**src/hdl/dtoi64_pkg.sv**
```systemverilog
// Package for the decimal text to int64 converter.
// Holds the beat structs, status and phase codes, and the character constants.
// No dependencies.
package dtoi64_pkg;

    localparam int OFFSET_BITS = 16;
    localparam int BASE_BITS   = 6;

    localparam logic [BASE_BITS-1:0]   DECIMAL_BASE = BASE_BITS'(10);
    localparam logic [OFFSET_BITS-1:0] POS_MAX      = {OFFSET_BITS{1'b1}};
    localparam logic [63:0]            MAG_POS_LIMIT = 64'h7FFF_FFFF_FFFF_FFFF;
    localparam logic [63:0]            MAG_NEG_LIMIT = 64'h8000_0000_0000_0000;

    localparam logic [7:0] CHAR_NUL   = 8'h00;
    localparam logic [7:0] CHAR_TAB   = 8'h09;
    localparam logic [7:0] CHAR_CR    = 8'h0D;
    localparam logic [7:0] CHAR_SPACE = 8'h20;
    localparam logic [7:0] CHAR_PLUS  = 8'h2B;
    localparam logic [7:0] CHAR_MINUS = 8'h2D;
    localparam logic [7:0] CHAR_ZERO  = 8'h30;
    localparam logic [7:0] CHAR_NINE  = 8'h39;

    typedef enum logic [1:0] {
        ST_OK        = 2'd0,
        ST_NO_DIGITS = 2'd1,
        ST_RANGE     = 2'd2,
        ST_BAD_BASE  = 2'd3
    } status_t;

    typedef enum logic [3:0] {
        PH_IDLE   = 4'b0001,
        PH_BLANK  = 4'b0010,
        PH_SIGNED = 4'b0100,
        PH_DIGITS = 4'b1000
    } phase_t;

    typedef struct packed {
        logic [7:0] char_code;
        logic       string_start;
    } in_beat_t;

    typedef struct packed {
        logic signed [63:0] parsed_value;
        logic [15:0]        stop_offset;
        logic [1:0]         status_code;
    } out_beat_t;

endpackage

```
**src/hdl/decimal_text_to_int64_top.sv**
```systemverilog
// Top level of the decimal text to int64 converter.
// Depends on dtoi64_pkg.
//
// Usage:
//   s_valid/s_ready/s_beat carry one character per beat; string_start marks
//   the first character of a string. Blanks and one sign are skipped, then
//   decimal digits accumulate. One result per string leaves on
//   m_valid/m_ready/m_beat when the parse ends (non-digit, NUL, overflow,
//   no digits, or bad base at the string start).
//   cfg_valid/cfg_ready/cfg_data writes number_base; write only while idle.
// Path: the beat ending the parse is registered in the input register, then the
//   digit multiply-add/limit compare feeds the result register that drives
//   m_valid/m_beat.
// Throughput: one character per cycle while no result waits with m_ready low;
//   the accumulate-by-ten loop feeds back on the accumulator.
// Reset: number_base returns to 10, the parser goes idle (awaiting a string
//   start), both pipeline registers empty.
// Stall: while a result waits with m_ready low, the stage that could produce
//   the next result holds, and s_ready drops once the input register is full.
module decimal_text_to_int64_top
    import dtoi64_pkg::*;
(
    input  logic                 aclk,
    input  logic                 aresetn,
    input  logic                 s_valid,
    output logic                 s_ready,
    input  in_beat_t             s_beat,
    output logic                 m_valid,
    input  logic                 m_ready,
    output out_beat_t            m_beat,
    input  logic                 cfg_valid,
    output logic                 cfg_ready,
    input  logic [BASE_BITS-1:0] cfg_data
);

    logic [BASE_BITS-1:0]   base_reg;
    logic                   in_valid_reg;
    in_beat_t               in_reg;
    phase_t                 phase_reg, phase_next;
    logic [63:0]            acc_reg, acc_next;
    logic                   neg_reg, neg_next;
    logic [OFFSET_BITS-1:0] pos_reg, pos_next;
    logic                   out_valid_reg;
    out_beat_t              out_reg, out_next;

    logic                   advance;
    logic                   emit;
    phase_t                 phase_w;
    logic [63:0]            acc_w;
    logic                   neg_w;
    logic [OFFSET_BITS-1:0] pos_w;
    logic [7:0]             c;
    logic                   is_blank, is_digit;
    logic [3:0]             digit;
    logic [67:0]            prod;
    logic [63:0]            lim;
    logic                   ovf;
    logic                   count_pos;

    assign cfg_ready = 1'b1;
    assign advance   = !out_valid_reg || m_ready;
    assign s_ready   = !in_valid_reg || advance;
    assign m_valid   = out_valid_reg;
    assign m_beat    = out_reg;

    assign c        = in_reg.char_code;
    assign is_blank = (c == CHAR_SPACE) || (c >= CHAR_TAB && c <= CHAR_CR);
    assign is_digit = (c >= CHAR_ZERO) && (c <= CHAR_NINE);
    assign digit    = 4'(c - CHAR_ZERO);

    assign acc_w = in_reg.string_start ? 64'd0 : acc_reg;
    assign neg_w = in_reg.string_start ? 1'b0 : neg_reg;
    assign pos_w = in_reg.string_start ? '0 : pos_reg;

    // 10*acc + d, overflow when it passes the magnitude limit for the sign
    assign prod = {1'b0, acc_w, 3'b000} + {3'b000, acc_w, 1'b0} + {64'd0, digit};
    assign lim  = MAG_POS_LIMIT + {63'd0, neg_w};
    assign ovf  = prod > {4'd0, lim};

    always_comb begin
        phase_next = phase_reg;
        acc_next   = acc_reg;
        neg_next   = neg_reg;
        pos_next   = pos_reg;
        emit       = 1'b0;
        count_pos  = 1'b0;
        out_next   = out_reg;
        phase_w    = in_reg.string_start ? PH_BLANK : phase_reg;
        if (in_valid_reg && advance) begin
            acc_next = acc_w;
            neg_next = neg_w;
            pos_next = pos_w;
            if (in_reg.string_start && base_reg != DECIMAL_BASE) begin
                emit       = 1'b1;
                phase_next = PH_IDLE;
                out_next   = '{parsed_value: 64'sd0, stop_offset: 16'd0,
                               status_code: ST_BAD_BASE};
            end else begin
                count_pos  = (phase_w != PH_IDLE);
                phase_next = phase_w;
                unique case (phase_w)
                    PH_IDLE: begin
                    end
                    PH_BLANK, PH_SIGNED, PH_DIGITS: begin
                        if (is_digit) begin
                            if (ovf) begin
                                emit       = 1'b1;
                                phase_next = PH_IDLE;
                                out_next   = '{
                                    parsed_value: neg_w ? MAG_NEG_LIMIT : MAG_POS_LIMIT,
                                    stop_offset:  16'(pos_w),
                                    status_code:  ST_RANGE};
                            end else begin
                                acc_next   = prod[63:0];
                                phase_next = PH_DIGITS;
                            end
                        end else if (phase_w == PH_BLANK && is_blank) begin
                            phase_next = PH_BLANK;
                        end else if (phase_w == PH_BLANK &&
                                     (c == CHAR_PLUS || c == CHAR_MINUS)) begin
                            neg_next   = (c == CHAR_MINUS);
                            phase_next = PH_SIGNED;
                        end else if (phase_w == PH_DIGITS) begin
                            emit       = 1'b1;
                            phase_next = PH_IDLE;
                            out_next   = '{
                                parsed_value: neg_w ? (64'd0 - acc_w) : acc_w,
                                stop_offset:  16'(pos_w),
                                status_code:  ST_OK};
                        end else begin
                            emit       = 1'b1;
                            phase_next = PH_IDLE;
                            out_next   = '{parsed_value: 64'sd0, stop_offset: 16'd0,
                                           status_code: ST_NO_DIGITS};
                        end
                    end
                    default: begin
                        phase_next = PH_IDLE;
                    end
                endcase
                if (count_pos && pos_w < POS_MAX) begin
                    pos_next = pos_w + 1'b1;
                end
            end
        end
    end

    always_ff @(posedge aclk) begin
        if (!aresetn) begin
            base_reg      <= DECIMAL_BASE;
            in_valid_reg  <= 1'b0;
            phase_reg     <= PH_IDLE;
            acc_reg       <= 64'd0;
            neg_reg       <= 1'b0;
            pos_reg       <= '0;
            out_valid_reg <= 1'b0;
        end else begin
            if (cfg_valid && cfg_ready) begin
                base_reg <= cfg_data;
            end
            if (s_ready) begin
                in_valid_reg <= s_valid;
            end
            phase_reg <= phase_next;
            acc_reg   <= acc_next;
            neg_reg   <= neg_next;
            pos_reg   <= pos_next;
            if (emit) begin
                out_valid_reg <= 1'b1;
            end else if (m_ready) begin
                out_valid_reg <= 1'b0;
            end
        end
    end

    always_ff @(posedge aclk) begin
        if (s_valid && s_ready) begin
            in_reg <= s_beat;
        end
        if (emit) begin
            out_reg <= out_next;
        end
    end

endmodule

```
**config.mk**
```make
export PLATFORM = sky130hd
export DESIGN_NAME = decimal_text_to_int64_top
export DESIGN_NICKNAME = d
export VERILOG_FILES = /design/src/hdl/dtoi64_pkg.sv /design/src/hdl/decimal_text_to_int64_top.sv
export SDC_FILE = /design/constraint.sdc
export NUM_CORES = 1
export LEC_CHECK = 0
export ABC_AREA = 1
export BUFFER_PORTS_ARGS = -buffer_cell sky130_fd_sc_hd__clkbuf_2
export CAP_MARGIN = 15
export CORE_MARGIN = 5
export CORE_UTILIZATION = 45
export DETAILED_ROUTE_END_ITERATION = 16
export HOLD_SLACK_MARGIN = 0.1
export SLEW_MARGIN = 10
export SYNTH_ARGS = -nofsm -noshare
export SYNTH_HDL_FRONTEND = slang
export SYNTH_SLANG_ARGS = --single-unit
export TNS_END_PERCENT = 30
```
**constraint.sdc**
```tcl
create_clock -name aclk -period 8.45 [get_ports aclk]
set_input_delay 0.4225 -clock aclk [delete_from_list [all_inputs] [get_ports aclk]]
set_output_delay 0.4225 -clock aclk [all_outputs]
set_load 0.01 [all_outputs]
```
==> run summary <==
Hold Fails Final Rpt: 0
Final Cycle Share: 82.20%
Post-DRT Antenna Nets: 0
Cell area power density: 97.78 nW/um^2
DP Worst Slack: 1.648 ns
Total CTS buffers: 17
Avg WL per Cell: 17.57 um
Worst Path Max Fanout: 63
Max reg flops: 82
Complex-gate fraction of the synthesized area: 14.21%
Outcome: completed
Vias in the first global route: 16.40k
I/O pin cnt: 105
Num rows: 72
Tightest Pin Transition: 1.054 ns
Starting DRT DRC Count: 1624
FF-to-FF setup slack: 1.50 ns
Worst skew pair latency: 0.47 ns
Post-CTS setup buffer count: 0
CTS tree: yes
Setup ws final: 1.504 ns
Initial Utilization: 45.49%
Fin. max-slew vios: 0
Lkg Pwr: 0.01008 uW
Avg Cell Area, Syn: 6.485 um^2
Largest net degree at the start of global routing: 87
GR Overflow Total: 0
Initial antenna violation count: 0
Area of the mapped netlist: 17580 um^2
Post-Layout Cell Count: 3302
CTS Buffer Depth: 2
Commonest non-fill, non-tap cell in the layout: nand2_1
Max VDD drop: 146.5 uV
Vias/cell: 5.393
Die width: 207.7 um
Synth Area in Simple Gates: 33.37%
Fmax: 144.0 MHz
Final instance area: 19120 um^2
TNS Setup: 0 ns
Slew Limit Headroom: 29.72%
Cell Area, Placed: 18530 um^2
Synth-to-Final Area Change: 8.753%
Die area: 43120 um^2
WL final: 58000 um
CP max stage cell: a21oi_1
Class of the worst hold path: input port to flip-flop
Most frequent cells in the layout: nand2_1 (818), inv_1 (297), nor2_1 (285), a21oi_1 (266), ha_1 (194)
Adder-cell share of the synthesized area: 13.92%
Die Ht: 207.7 um
Hold Crit Depth: 1
Sink Count: 184
Root Buffer: clkbuf_16
Worst Setup Path Type: flip-flop to flip-flop
Worst-path clk slew: 0.07 ns
PostCTS Resize Cnt: 0
RSZ-0062 raised after global routing: no
Core box area: 38650 um^2
Yosys cell types: 49
Gpl congestion: 0.9752
Post-cts hold buffer count: 0
FF-to-FF End: m_beat[65]
Number of synthesized flops with an enable pin: 91
Final Core Density: 49.48%
XOR/XNOR Fraction of Synth Area: 3.138%
Slowest cell delay on critical path: 0.53 ns
Largest family of logic cells by synthesized area: simple AND/OR/NAND/NOR gates
# setup viols final: 0
Cells after synthesis: 2711
Arrival @ worst endpoint: 7.07 ns
Synth area leaders: nand2_1 (18%), edfxtp_1 (16%), ha_1 (14%)
HP Start: s_beat[2]
H-tree depth: 4
Post-Route Skew: 0.01949 ns
Max Cap Viol: 0
Placed Instances: 3269
Crit path launch type: flip-flop
Fraction of layout cells with a size suffix above 1: 8.872%
Worst reg2reg path depth: 36
Nets: 2986
Post-synth top area share: 17.51%
Count of input and output buffers: 103
All-Layer GR Usage: 25.98%
Worst r2r src: in_reg[0]
DP HPWL: 46350 um
Antenna Diode Count: 0
Synth Flop Type: dfxtp_1
# DRC: 0
CP endpoint kind: flip-flop
Yosys top cell by area: nand2_1
Multiplexer share of the synthesized area: 0%
YS warnings: 0
Seq/Total Area, Yosys: 26.13%
Post-synthesis async set-or-reset flop share: 0%
Most used cell, CP: nand2_1
Data required, critical path: 8.58 ns
#FFs+latches synth: 184
First-pass GRT wire length: 90960 um
Initial DRT Pass Iterations: 6
Final min period: 6.946 ns
Synthesized net count: 2926
Hold EP: c[1]
Via count: 17.81k
==> synthesized netlist by cell type (11+ instances only) <==
cell type and instances:
o21ai_0 88, ha_1 194, dfxtp_1 93, nor3_1 26, xnor2_1 11, nand4_1 38
a21boi_0 12, buf_2 19, a21oi_1 266, nand3_1 158, inv_1 299, nand2_2 16
nor2_1 287, nand2_1 820, o211ai_1 19, clkbuf_1 49, o21bai_1 18, nor2_2 13
inv_2 28, edfxtp_1 91, xor2_1 52
==> logic make-up (layout without fill, tap and decap cells) <==
kind of cell	after synthesis	after routing
AND/OR/NAND/NOR	1406	1406
AO/OA/AOI/OAI	453	453
buffers and inverters	409	482
adder cells (fa/ha/maj)	195	195
flip-flops	184	184
XOR/XNOR	63	63
other	1	1
==> area by class of cell <==
cell class	count	area, um^2
Fill cell	3984	19530
Multi-Input combinational cell	2118	11390
Sequential cell	184	4594
Inverter	328	1234
Timing Repair Buffer	122	683.2
Tap cell	518	648.1
Clock buffer	18	429.2
Clock inverter	14	143.9
==> per-layer routing <==
metal	vias to the layer above	wire [um]	track usage, %
li1	9005	-	-
met5	-	0	0
met1	8189	29520	40.65
met3	67	3420	2.887
met4	0	1357	7.475
met2	547	23710	37.46
==> stage by stage <==
| stage | hold slack (ns) | power, uW |
|---|---|---|
| after global routing | 0.1320 | 1927 |
| after global placement | 0.4426 | 1085 |
| after detailed placement | 0.4494 | 1085 |
| after CTS | 0.1211 | 1879 |
| after floorplan | 0.4295 | 1046 |
| final | 0.1470 | 1870 |
==> critical path: cells and delay by family (launching register included) <==
family | cells | cell delay [ns]
AOI/OAI and AO/OA | 7 | 1.61
buffers and inverters | 5 | 1.04
DFF | 1 | 0.42
xor gates and xnor gates | 2 | 0.52
and+or+nand+nor | 19 | 2.18
adders and majority gates | 3 | 0.82
==> how the worst max path moves through the flow <==
stage / start / to / slack (ns) / cells after the start
floorplan: in_reg[0] / m_beat[0] / 1.26 / 30
global placement: in_reg[0] / m_beat[73] / 1.63 / 37
detailed placement: in_reg[0] / m_beat[74] / 1.65 / 37
CTS: in_reg[0] / m_beat[65] / 1.60 / 37
global route: in_reg[0] / m_beat[68] / 1.09 / 37
finish: in_reg[0] / m_beat[65] / 1.50 / 36
==> where the power goes <==
group / internal [uW] / total [uW] / leakage (uW) / switching [uW]
sequential: 947 / 954 / 0.00173 / 6.24
clock: 438 / 803 / 0.000282 / 366
combinational: 24.4 / 113 / 0.00807 / 88.2
total: 1410 / 1870 / 0.0101 / 460
(Power assumes the default switching activity.)
